`src/sv/lec_pkg.sv`:
```
package lec_pkg;

  localparam logic [7:0] CH_CR = 8'h0D;
  localparam logic [7:0] CH_LF = 8'h0A;

  localparam logic [1:0] STY_CRLF = 2'd0;
  localparam logic [1:0] STY_CR   = 2'd1;
  localparam logic [1:0] STY_LFCR = 2'd2;
  localparam logic [1:0] STY_LF   = 2'd3;

  localparam logic [1:0] PH_SCAN = 2'd0;
  localparam logic [1:0] PH_HOLD = 2'd1;
  localparam logic [1:0] PH_PASS = 2'd2;
  localparam logic [1:0] PH_CONV = 2'd3;

  localparam int unsigned MaxRes = 4;

  typedef struct packed {
    logic [1:0] phase;
    logic [1:0] src;
    logic       held_cr;
    logic       skip;
  } lec_state_t;

  typedef struct packed {
    logic [MaxRes-1:0][7:0] bytes;
    logic [2:0]             cnt;
    logic                   marker;
    logic                   last;
  } lec_res_t;

  function automatic logic two_byte(input logic [1:0] sty);
    return (sty == STY_CRLF) || (sty == STY_LFCR);
  endfunction

  function automatic logic [7:0] key_char(input logic [1:0] sty);
    return ((sty == STY_CRLF) || (sty == STY_CR)) ? CH_CR : CH_LF;
  endfunction

  function automatic logic [7:0] seq_second(input logic [1:0] sty);
    return (sty == STY_CRLF) ? CH_LF : CH_CR;
  endfunction

endpackage

```
`src/sv/lec_core.sv`:
```
module lec_core import lec_pkg::*; (
  input  lec_state_t st_i,
  input  logic [1:0] target_i,
  input  logic [7:0] byte_i,
  input  logic       last_i,
  output lec_state_t st_o,
  output lec_res_t   res_o
);

  logic [1:0][7:0] a_bytes, b_bytes;
  logic [1:0]      na, nb;
  logic [1:0][7:0] seq_bytes;
  logic [1:0]      seq_n;
  logic            is_crlf;
  logic [1:0]      src;
  logic            j;
  lec_state_t      nxt;

  always_comb begin
    seq_bytes = {seq_second(target_i), key_char(target_i)};
    seq_n     = two_byte(target_i) ? 2'd2 : 2'd1;
    is_crlf   = (byte_i == CH_CR) || (byte_i == CH_LF);
    a_bytes   = '0;
    b_bytes   = '0;
    na        = 2'd0;
    nb        = 2'd0;
    nxt       = st_i;
    src       = st_i.src;

    unique case (st_i.phase)
      PH_HOLD: begin
        if (st_i.held_cr) begin
          src = (byte_i == CH_LF) ? STY_CRLF : STY_CR;
        end else begin
          src = (byte_i == CH_CR) ? STY_LFCR : STY_LF;
        end
        nxt.src = src;
        if (src == target_i) begin
          a_bytes[0] = st_i.held_cr ? CH_CR : CH_LF;
          na         = 2'd1;
          b_bytes[0] = byte_i;
          nb         = 2'd1;
          nxt.phase  = PH_PASS;
        end else begin
          a_bytes   = seq_bytes;
          na        = seq_n;
          nxt.phase = PH_CONV;
          if (!two_byte(src)) begin
            if (byte_i == key_char(src)) begin
              b_bytes = seq_bytes;
              nb      = seq_n;
            end else if (!is_crlf) begin
              b_bytes[0] = byte_i;
              nb         = 2'd1;
            end
          end
        end
      end
      PH_PASS: begin
        a_bytes[0] = byte_i;
        na         = 2'd1;
      end
      PH_CONV: begin
        if (st_i.skip) begin
          nxt.skip = 1'b0;
        end else if (byte_i == key_char(st_i.src)) begin
          a_bytes  = seq_bytes;
          na       = seq_n;
          nxt.skip = two_byte(st_i.src);
        end else if (!is_crlf) begin
          a_bytes[0] = byte_i;
          na         = 2'd1;
        end
      end
      default: begin
        if (is_crlf) begin
          nxt.held_cr = (byte_i == CH_CR);
          if (last_i) begin
            src = (byte_i == CH_CR) ? STY_CR : STY_LF;
            if (src == target_i) begin
              a_bytes[0] = byte_i;
              na         = 2'd1;
            end else begin
              a_bytes = seq_bytes;
              na      = seq_n;
            end
          end else begin
            nxt.phase = PH_HOLD;
          end
        end else begin
          a_bytes[0] = byte_i;
          na         = 2'd1;
        end
      end
    endcase

    for (int i = 0; i < MaxRes; i++) begin
      j = 1'(3'(i) - {1'b0, na});
      if (3'(i) < {1'b0, na}) begin
        res_o.bytes[i] = a_bytes[1'(i)];
      end else begin
        res_o.bytes[i] = b_bytes[j];
      end
    end
    res_o.cnt    = {1'b0, na} + {1'b0, nb};
    res_o.marker = 1'b0;
    res_o.last   = last_i;
    if (last_i && (res_o.cnt == 3'd0)) begin
      res_o.cnt      = 3'd1;
      res_o.bytes[0] = '0;
      res_o.marker   = 1'b1;
    end

    if (last_i) begin
      nxt = '{phase: PH_SCAN, src: STY_CRLF, held_cr: 1'b0, skip: 1'b0};
    end
    st_o = nxt;
  end

endmodule

```
`src/sv/lec_outbuf.sv`:
```
module lec_outbuf import lec_pkg::*; (
  input  logic       clk_i,
  input  logic       rst_ni,
  input  logic       load_i,
  input  lec_res_t   res_i,
  output logic       free_o,
  output logic [7:0] m_axis_tdata,
  output logic       m_axis_tuser,
  output logic       m_axis_tlast,
  output logic       m_axis_tvalid,
  input  logic       m_axis_tready
);

  logic [MaxRes-1:0][7:0] bytes_q;
  logic                   marker_q, last_q;
  logic [2:0]             rem_q, rem_d;
  logic [1:0]             idx_q, idx_d;
  logic                   take;

  assign take          = m_axis_tvalid && m_axis_tready;
  assign free_o        = (rem_q == 3'd0) || ((rem_q == 3'd1) && m_axis_tready);
  assign m_axis_tvalid = (rem_q != 3'd0);
  assign m_axis_tdata  = bytes_q[idx_q];
  assign m_axis_tuser  = !marker_q;
  assign m_axis_tlast  = last_q && (rem_q == 3'd1);

  always_comb begin
    rem_d = rem_q;
    idx_d = idx_q;
    if (take) begin
      rem_d = rem_q - 3'd1;
      idx_d = idx_q + 2'd1;
    end
    if (load_i) begin
      rem_d = res_i.cnt;
      idx_d = 2'd0;
    end
  end

  always_ff @(posedge clk_i or negedge rst_ni) begin
    if (!rst_ni) begin
      rem_q <= 3'd0;
      idx_q <= 2'd0;
    end else begin
      rem_q <= rem_d;
      idx_q <= idx_d;
    end
  end

  always_ff @(posedge clk_i) begin
    if (load_i) begin
      bytes_q  <= res_i.bytes;
      marker_q <= res_i.marker;
      last_q   <= res_i.last;
    end
  end

endmodule

```
`src/sv/line_ending_converter.sv`:
```
// channel   dir  tdata          tuser       tlast
// s_axis    in   in_byte[7:0]   -           in_last
// m_axis    out  out_byte[7:0]  out_valid   out_last
// apb       cfg  reg 0 at 0x0: target_style[1:0]
//
// An input beat is converted in the cycle it is accepted; its 0 to 4 output
// beats leave a result buffer one per cycle while m_axis_tready is high,
// starting the next cycle, so throughput is one input beat per cycle except
// where a byte expands into several output beats or m_axis_tready is low.
// s_axis_tready is high while the buffer is empty or its final beat is taken.
// Reset clears the conversion state and target_style to CRLF.
module line_ending_converter import lec_pkg::*; (
  input  logic        clk_i,
  input  logic        rst_ni,
  input  logic        s_axis_tvalid,
  output logic        s_axis_tready,
  input  logic [7:0]  s_axis_tdata,  // in_byte[7:0]
  input  logic        s_axis_tlast,
  output logic        m_axis_tvalid,
  input  logic        m_axis_tready,
  output logic [7:0]  m_axis_tdata,  // out_byte[7:0]
  output logic        m_axis_tuser,  // out_valid
  output logic        m_axis_tlast,
  input  logic        psel,
  input  logic        penable,
  input  logic        pwrite,
  input  logic [2:0]  paddr,
  input  logic [31:0] pwdata,
  output logic [31:0] prdata,
  output logic        pready
);

  lec_state_t st_q, st_d;
  lec_res_t   res;
  logic [1:0] target_q;
  logic       free, acc;

  assign pready = 1'b1;
  assign prdata = (paddr[2] == 1'b0) ? {30'd0, target_q} : 32'd0;

  always_ff @(posedge clk_i or negedge rst_ni) begin
    if (!rst_ni) begin
      target_q <= STY_CRLF;
    end else if (psel && penable && pwrite && (paddr[2] == 1'b0)) begin
      target_q <= pwdata[1:0];
    end
  end

  assign s_axis_tready = free;
  assign acc           = s_axis_tvalid && free;

  lec_core u_core (
    .st_i     (st_q),
    .target_i (target_q),
    .byte_i   (s_axis_tdata),
    .last_i   (s_axis_tlast),
    .st_o     (st_d),
    .res_o    (res)
  );

  always_ff @(posedge clk_i or negedge rst_ni) begin
    if (!rst_ni) begin
      st_q <= '{phase: PH_SCAN, src: STY_CRLF, held_cr: 1'b0, skip: 1'b0};
    end else if (acc) begin
      st_q <= st_d;
    end
  end

  lec_outbuf u_outbuf (
    .clk_i         (clk_i),
    .rst_ni        (rst_ni),
    .load_i        (acc && (res.cnt != 3'd0)),
    .res_i         (res),
    .free_o        (free),
    .m_axis_tdata  (m_axis_tdata),
    .m_axis_tuser  (m_axis_tuser),
    .m_axis_tlast  (m_axis_tlast),
    .m_axis_tvalid (m_axis_tvalid),
    .m_axis_tready (m_axis_tready)
  );

endmodule

```
`config.mk`:
```
export PLATFORM = sky130hd
export DESIGN_NAME = line_ending_converter
export DESIGN_NICKNAME = d
export VERILOG_FILES = /design/src/sv/lec_pkg.sv /design/src/sv/lec_core.sv /design/src/sv/lec_outbuf.sv /design/src/sv/line_ending_converter.sv
export SDC_FILE = /design/constraint.sdc
export NUM_CORES = 1
export LEC_CHECK = 0
export ABC_AREA = 0
export BUFFER_PORTS_ARGS = -buffer_cell sky130_fd_sc_hd__buf_2
export CAP_MARGIN = 20
export CORE_MARGIN = 3
export CORE_UTILIZATION = 45
export CTS_BUF_LIST = sky130_fd_sc_hd__clkbuf_4 sky130_fd_sc_hd__clkbuf_8
export DETAILED_ROUTE_END_ITERATION = 10
export PLACE_DENSITY = 0.75
export SYNTH_ARGS = -nofsm -noshare
export SYNTH_HDL_FRONTEND = slang
export SYNTH_SLANG_ARGS = --single-unit
```
`constraint.sdc`:
```
create_clock -name clk_i -period 3.88 [get_ports clk_i]
set_input_delay 0.194 -clock clk_i [delete_from_list [all_inputs] [get_ports clk_i]]
set_output_delay 0.194 -clock clk_i [all_outputs]
set_load 0.02 [all_outputs]
```
==> results of run 1 <==
sequential cells by signal, summed over array words and instances, names as in the netlist:
register	flops
st_q	6
u_outbuf.bytes_q	24
u_outbuf.idx_q	2
u_outbuf.marker_q	1
target_q	2
u_outbuf.rem_q	3
u_outbuf.last_q	1
per-layer routing:
layer | routed length [um] | vias up | track usage, %
met5 | 0 | - | 0
met4 | 155 | 0 | 7.482
met3 | 503 | 15 | 3.362
met2 | 3099 | 103 | 29.71
met1 | 2841 | 1111 | 24.60
li1 | - | 1151 | -
final cells by class:
| cell class | count | area, um^2 |
|---|---|---|
| Tap cell | 75 | 93.84 |
| Fill cell | 582 | 2868 |
| Clock buffer | 5 | 68.82 |
| Inverter | 12 | 45.04 |
| Clock inverter | 3 | 38.79 |
| Sequential cell | 39 | 1107 |
| Timing Repair Buffer | 55 | 347.8 |
| Multi-Input combinational cell | 241 | 1491 |
final timing paths:
kind / from / end / slack (ps)
min: pwdata[1] / target_q[1]$_DFFE_PN0P_ / 130
min in group asynchronous: rst_ni / target_q[0]$_DFFE_PN0P_ / 310
max in group asynchronous: rst_ni / target_q[1]$_DFFE_PN0P_ / 3310
max reg2reg: target_q[1]$_DFFE_PN0P_ / u_outbuf.bytes_q[1]$_SDFFCE_PP0P_ / 350
min reg2reg: st_q[2]$_DFFE_PN0P_ / st_q[2]$_DFFE_PN0P_ / 530
max: target_q[1]$_DFFE_PN0P_ / u_outbuf.bytes_q[1]$_SDFFCE_PP0P_ / 350
cells in the mapped netlist (4+ instances only):
master / n
a211oi_1: 5
a21oi_1: 26
a31oi_1: 7
and2_1: 5
and3_1: 9
buf_4: 32
clkbuf_1: 7
dfrtp_1: 13
edfxtp_1: 26
ha_1: 4
inv_1: 11
mux2i_1: 9
nand2_1: 27
nand3_1: 10
nand3b_1: 4
nor2_1: 21
nor3_1: 5
o21ai_0: 16
o22ai_1: 4
metrics by stage:
| step | setup WS, ps | area [um^2] | utilization (%) | hold slack (ps) |
|---|---|---|---|---|
| after global routing | 55.81 | 3193 | 52.68 | 129.4 |
| after CTS | 205.5 | 3174 | 52.37 | 123.2 |
| after detailed placement | 109.0 | 3057 | 50.43 | 108.1 |
| after floorplan | 230.9 | 2982 | - | -101.6 |
| final | 348.6 | 3193 | 52.68 | 127.7 |
| after global placement | 151.5 | 3057 | 50.43 | 103.3 |
timing repair:
action / CTS / global route
hold endpoints to repair: 13 / 0
setup endpoints to repair: 0 / 4
gates resized for setup: 0 / 5
hold buffers: 1 / 0
power groups by stage:
stage          Combinational [mW]  Clock (mW)  Sequential [mW]
6_report                     1.30       0.336            0.774
5_1_grt                      1.45       0.360            0.794
4_1_cts                      1.28       0.340            0.772
3_5_place_dp                 1.27           0            0.781
3_3_place_gp                 1.24           0            0.772
2_1_floorplan                1.01           0            0.686
kinds of logic after synthesis:
kind of cell,share of synthesized area [%]
fa+ha+maj,2.441
other cells,0.2616
xor+xnor,1.526
flops,38.54
buf+inv,13.99
compound gates,19.09
mux,4.316
simple gates,19.83
==> summary.md, run 1 <==
| Metric | Value |
|---|---|
| Fin crit period | 3531 ps |
| # setup viols final | 0 |
| Max_cap viols | 0 |
| Setup TNS | 0 ps |
| Psw | 1.050 mW |
| Number of synthesized register bits | 39 |
| # clock sinks | 39 |
| Die outline width | 85.87 um |
| RSZ-0062 raised after global routing | false |
| Post-route DRC | 0 |
| Initial Util | 47.36% |
| Post-Place Cells | 421 |
| Max Buffers Root-to-Sink | 2 |
| CP Class | flop to flop |
| Critical Path RT | 4000 ps |
| Delay-heaviest family, CP | compound AO/OA/AOI/OAI gates |
| Worst Hold Class | input pin to flop |
| Initial DRC Count | 221 |
| Post-Syn Area | 2870 um^2 |
| Comb pwr share | 53.9% |
| Via count of the routed design | 2380 |
| Post-DP HPWL | 4908 um |
| Global-route wire length before repair | 10850 um |
| GRT overflow | 0 |
| Pre-antenna DRT Iters | 4 |
| Startpoint types | flop |
| CTS buffer count | 5 |
| Largest net degree at the start of global routing | 35 |
| Worst-path maximum fanout | 6 |
| Synth cell types | 61 |
| Die Span Y | 85.87 um |
| Top FF cell, synth | edfxtp_1 |
| Root Driver | clkbuf_8 |
| Yosys top cell by area | edfxtp_1 |
| Clock power frac | 14.0% |
| Initial antenna violation count | 0 |
| CTS tree | built |
| Via count of the first global-routing pass | 2261 |
| Worst-path clk slew | 80 ps |
| Antenna-violating nets left | 0 |
| Worst skew pair latency | 290 ps |
| P_int | 1.356 mW |
| GPL Wtd Cong | 0.9202 |
| Seq pwr share | 32.2% |
| Slew HR | 65.50% |
| WL final | 6600 um |
| Die ar. | 7373 um^2 |
| Yosys warns | 0 |
| Least-Margin Pin Slew | 504.5 ps |
| Skew final | 5.408 ps |
| Post-synth EDFFs | 26 |
| Commonest cells after routing, fill and taps aside | buf_2 (32), conb_1 (31), nand2_1 (27) |
| Pleak | 1.338 nW |
| Port Buffers | 32 |
| Commonest non-fill, non-tap cell in the layout | buf_2 |
| Ports | 96 |
| Critical Path End Type | flop |
| Pwr dens | 753.5 nW/um^2 |
| Row count | 28 |
| Vias per cell | 5.535 |
| Sequential cell area fraction in the yosys report | 38.54% |
| Worst reg2reg path depth | 16 |
| Htree depth | 2 |
| Final hold viol count | 0 |
| Layout cells sized above 1 | 23.94% |
| Overall global routing resource usage | 18.49% |
| Slew Viols, Final | 0 |
| Final Cycle Share | 91.02% |
| Arr. time, crit path | 3650 ps |
| Cell breakdown of the critical path | nor2b_1 > a22o_1 > nand2_1 > mux2_2 > a21oi_1 > a21o_1 > ha_1 > inv_1 > fa_1 > nand2_1 > nor3b_1 > buf_4 > a2111oi_2 > a211oi_2 > buf_4 > nor4_2 |
| Fin cells | 430 |
| Worst path slowest cell | dfrtp_2 |
| P&R area growth vs syn | 11.25% |
| Synth Instances | 311 |
| Avg Cell Area, Syn | 9.229 um^2 |
| CP Buf/Inv Count | 3 |
| WL per Instance | 15.35 um |
| Outcome | completed |
| Antenna fix cells | 0 |
| Highest Clock Rate | 283.2 MHz |
| Net Sw Frac | 43.62% |
| Number of cells on the critical path | 16 |
| Post-CTS Setup Repair Bufs | 0 |
| Share of the synthesized area in the top cell type | 27.20% |
| Core area | 6061 um^2 |
| Nets@finish | 410 |
| Total power | 2.406 mW |
| Top post-synthesis cells by area | edfxtp_1 (27%), dfrtp_1 (11%), buf_4 (8.4%) |
| FFs w/ async S/R, synth | 33.33% |
| Slowest cell delay on critical path | 450 ps |
| Worst Hold Path Cells | 2 |
| Peak VDD IR | 0.0003072 V |
(Power assumes the default switching activity.)
==> run 2: changes to the inputs <==
ABC_AREA = 1   (was 0)
PLACE_DENSITY = 0.76   (was 0.75)
SYNTH_HIERARCHICAL = 1   (was unset)
==> run 2 against run 1 <==
- synthesized cell count up 41%
- register-to-register slack better by 40 ps
- clock skew decreased by 0.67 ps
- critical endpoint is now u_outbuf/bytes_q[27]$_DFFE_PP_
- highest routed layer unchanged
==> summary.md, run 2 <==
| Metric | Value |
|---|---|
| Reg-to-reg endpoint | u_outbuf/bytes_q[27]$_DFFE_PP_ |
| WL final | 7363 um (+12%) |
| PnR worst setup slack | 387.4 ps (+38.85 ps) |
| Post-synth EDFFs | 34 (+31%) |
| Final hold viol count | 0 (unchanged) |
| Die Span Y | 93.60 um (+9.0%) |
| Post-DP HPWL | 5626 um (+15%) |
| Avg Cell Area, Syn | 7.884 um^2 (-15%) |
| Overall global routing resource usage | 17.20% (-1.3 points) |
| # clock sinks | 47 (+21%) |
| WHS Endpoint | target_q[1]$_DFFE_PN0P_ |
| Row count | 31 (+11%) |
| Post-synthesis simple-gate area fraction | 30.47% (+11 points) |
| Max_cap viols | 0 (unchanged) |
| Top post-synthesis cells by area | edfxtp_1 (30%), nand2_1 (12%), dfrtp_1 (9.4%) |
| HP Start | pwdata[1] |
| Initial DRC Count | 200 (-9.5%) |
| CP Buf/Inv Count | 4 (+1) |
| # setup viols final | 0 (unchanged) |
| Worst skew pair latency | 300 ps (about the same) |
| Post-Synth XOR/XNOR Area | 0.7246% (-0.80 points) |
| CTS tree | built |
| GRT overflow | 0 (unchanged) |
| Share of the synthesized area in the top cell type | 29.57% (+2.4 points) |
| Most common cell in the synthesized netlist | nand2_1 |
| Slew Viols, Final | 0 (unchanged) |
| Post-Place Cells | 554 (+32%) |
| Die outline width | 93.60 um (+9.0%) |
| Ports | 96 (unchanged) |
| Pwr dens | 751.2 nW/um^2 (-0.30%) |
| # fillers | 725 (+25%) |
| Synth Area in Adders | 2.029% (-0.41 points) |
| Largest net degree at the start of global routing | 34 (-2.9%) |
| Worst-path maximum fanout | 33 (+27) |
| Startpoint types | flop |
| Worst Hold Path Cells | 3 (+1) |
| Global-route wire length before repair | 11980 um (+10%) |
| Max Buffers Root-to-Sink | 2 (unchanged) |
| Commonest non-fill, non-tap cell in the layout | nand2_1 |
| Core area | 7331 um^2 (+21%) |
| Arr. time, crit path | 3510 ps (-140 ps) |
| Number of synthesized register bits | 47 (+21%) |
| P&R area growth vs syn | 6.123% |
| Yosys top cell by area | edfxtp_1 |
| Top cells by count, synth | nand2_1 (106), nor2_1 (43), buf_4 (42) |
| Largest family of logic cells by synthesized area | simple AND/OR/NAND/NOR gates |
| Critical Path End Type | flop |
| Delay-heaviest family, CP | simple AND/OR/NAND/NOR gates |
| Fin crit period | 3493 ps (-38.85 ps) |
| CTS buffer count | 5 (unchanged) |
| Via count of the first global-routing pass | 2556 (+13%) |
| Sequential cell area fraction in the yosys report | 38.99% (+0.45 points) |
| WL per Instance | 13.08 um (-15%) |
| Worst reg2reg path depth | 14 (-2) |
| Port Buffers | 32 (unchanged) |
| Top FF cell, synth | edfxtp_1 |
| Final Cycle Share | 90.01% (-1.0 points) |
| Post-synthesis compound-gate area fraction | 11.12% (-8.0 points) |
| Via count of the routed design | 2808 (+18%) |
| Area of the multi-input gates | 1662 um^2 (+11%) |
| Yosys warns | 6 (+6) |
| Initial Util | 47.11% (-0.25 points) |
| Worst Hold Class | input pin to flop |
| Sequential cell area | 1348 um^2 (+22%) |
| Pleak | 1.732 nW (+29%) |
| Mux cell area share after synthesis | 0% (-4.3 points) |
| Root Driver | clkbuf_8 |
| GPL Wtd Cong | 0.9191 (-0.12%) |
| Skew final | 4.743 ps (-0.6653 ps) |
| Commonest cells after routing, fill and taps aside | nand2_1 (106), nor2_1 (43), inv_1 (40) |
| Antenna-violating nets left | 0 (unchanged) |
| Outcome | completed |
| Fin cells | 563 (+31%) |
| Slew HR | 49.65% (-16 points) |
| Pre-CTS setup slack | 390.5 ps (+281.5 ps) |
| Initial antenna violation count | 0 (unchanged) |
| Worst-path clk slew | 80 ps (about the same) |
| Die ar. | 8761 um^2 (+19%) |
| FFs w/ async S/R, synth | 27.66% (-5.7 points) |
| Setup TNS | 0 ps (unchanged) |
| Synth Instances | 438 (+41%) |
| Synth cell types | 41 (-33%) |
| Least-Margin Pin Slew | 755.2 ps (+250.7 ps) |
| Layout cells sized above 1 | 21.12% (-2.8 points) |
| Reg2Reg Setup Slack | 390 ps (+40 ps) |
| RSZ-0062 raised after global routing | false |
| Htree depth | 2 (unchanged) |
| Vias per cell | 4.988 (-9.9%) |
| Reg-to-reg startpoint | target_q[1]$_DFFE_PN0P_ |
| Post-route DRC | 0 (unchanged) |
| Most flop-heavy register | u_outbuf/bytes_q |
| Worst path most repeated cell | inv_1 |
| Critical Path RT | 3900 ps (-100 ps) |
| Highest Clock Rate | 286.3 MHz (+1.1%) |
| Peak VDD IR | 0.0003196 V (+4.0%) |
| Slowest cell delay on critical path | 570 ps (+120 ps) |
| Nets@finish | 519 (+27%) |
| Worst path slowest cell | dfrtp_1 |
| Antenna fix cells | 0 (unchanged) |
| Post-Syn Area | 3453 um^2 (+20%) |
| Largest regs | u_outbuf/bytes_q x32, st_q x6, u_outbuf/rem_q x3 |
| Cell breakdown of the critical path | xor2_2 > inv_1 > o21ai_2 > nand2_1 > nand3_2 > ha_1 > inv_1 > fa_1 > inv_1 > nor4_4 > or2_2 > nor3_1 > nor2_4 > buf_4 |
| Max reg flops | 32 (+33%) |
| CP Class | flop to flop |
| Pre-antenna DRT Iters | 4 (unchanged) |
## run 2: changes by cell type after synthesis, sizes merged, moves of 7 or more
cell / delta
nand2: +94
nor2: +35
inv: +34
nand3: +25
a21oi: -18
o21ai: +18
buf: +11
clkbuf: -9
mux2i: -9
and3: -8
edfxtp: +8
a31oi: -7
## run 2: worst reg2reg max path, cell delays in order (launching register included)
cell	delay [ps]
dfrtp_1	570
xor2_2	370
inv_1	100
o21ai_2	200
nand2_1	90
nand3_2	80
ha_1	150
inv_1	50
fa_1	430
inv_1	140
nor4_4	50
or2_2	290
nor3_1	310
nor2_4	110
buf_4	270
## run 2: final cells by class
cell class                 count  area share, %
timing repair buffer          39          5.872
clock inverter                 2          1.639
tap                           99          3.380
multi-input combinational    324          45.34
clock buffer                   6          2.083
inverter                      46          4.916
sequential                    47          36.77
## run 2: kinds of logic (layout without fill, tap and decap cells)
family                   Yosys count  count (layout)
flip-flops                        47              47
XOR/XNOR                           2               2
buffers and inverters             96              93
AO/OA/AOI/OAI                     59              59
other                              2              31
AND/OR/NAND/NOR                  227             227
adder cells (fa/ha/maj)            5               5
## run 2: worst max-delay path by stage
stage	from	end	depth (start not counted)
after floorplan	target_q[1]$_DFFE_PN0P_	u_outbuf/rem_q[2]$_DFFE_PN0P_	20
after global placement	s_axis_tdata[4]	u_outbuf/bytes_q[2]$_DFFE_PP_	17
after detailed placement	s_axis_tdata[6]	u_outbuf/bytes_q[2]$_DFFE_PP_	17
after CTS	target_q[1]$_DFFE_PN0P_	u_outbuf/bytes_q[26]$_DFFE_PP_	14
after global routing	st_q[1]$_DFFE_PN0P_	u_outbuf/rem_q[0]$_DFFE_PN0P_	18
final	target_q[1]$_DFFE_PN0P_	u_outbuf/bytes_q[27]$_DFFE_PP_	14
## run 2: what timing repair did
item                                    CTS  global route
buffers inserted                          0             0
hold buffers                              1             0
gates resized for setup                   0             1
endpoints found under the setup margin    0            37
endpoints found under the hold margin    13             0
## run 2: metrics by stage
step	cell area, um^2	total power [mW]	utilization [%]	hold slack, ps
finish	3665	2.753	49.99	129.9
detailed placement	3517	2.342	47.98	100.3
global placement	3517	2.292	47.98	93.43
floorplan	3576	2.060	-	-101.6
CTS	3664	2.772	49.97	116.5
global route	3665	2.964	49.99	147.1
## run 2: metal layers
metal / vias to the layer above / track usage (%) / wire (um)
met5: - / 0 / 0
met4: 0 / 3.369 / 80
met3: 10 / 2.977 / 390
met2: 90 / 30.02 / 3646
met1: 1298 / 22.51 / 3246
li1: 1410 / - / -
## run 2: report_power, final
part / total [mW] / switching, mW / internal (mW)
registers: 0.945 / 0.144 / 0.800
logic: 1.39 / 0.931 / 0.456
clock network: 0.422 / 0.157 / 0.264
total: 2.75 / 1.23 / 1.52
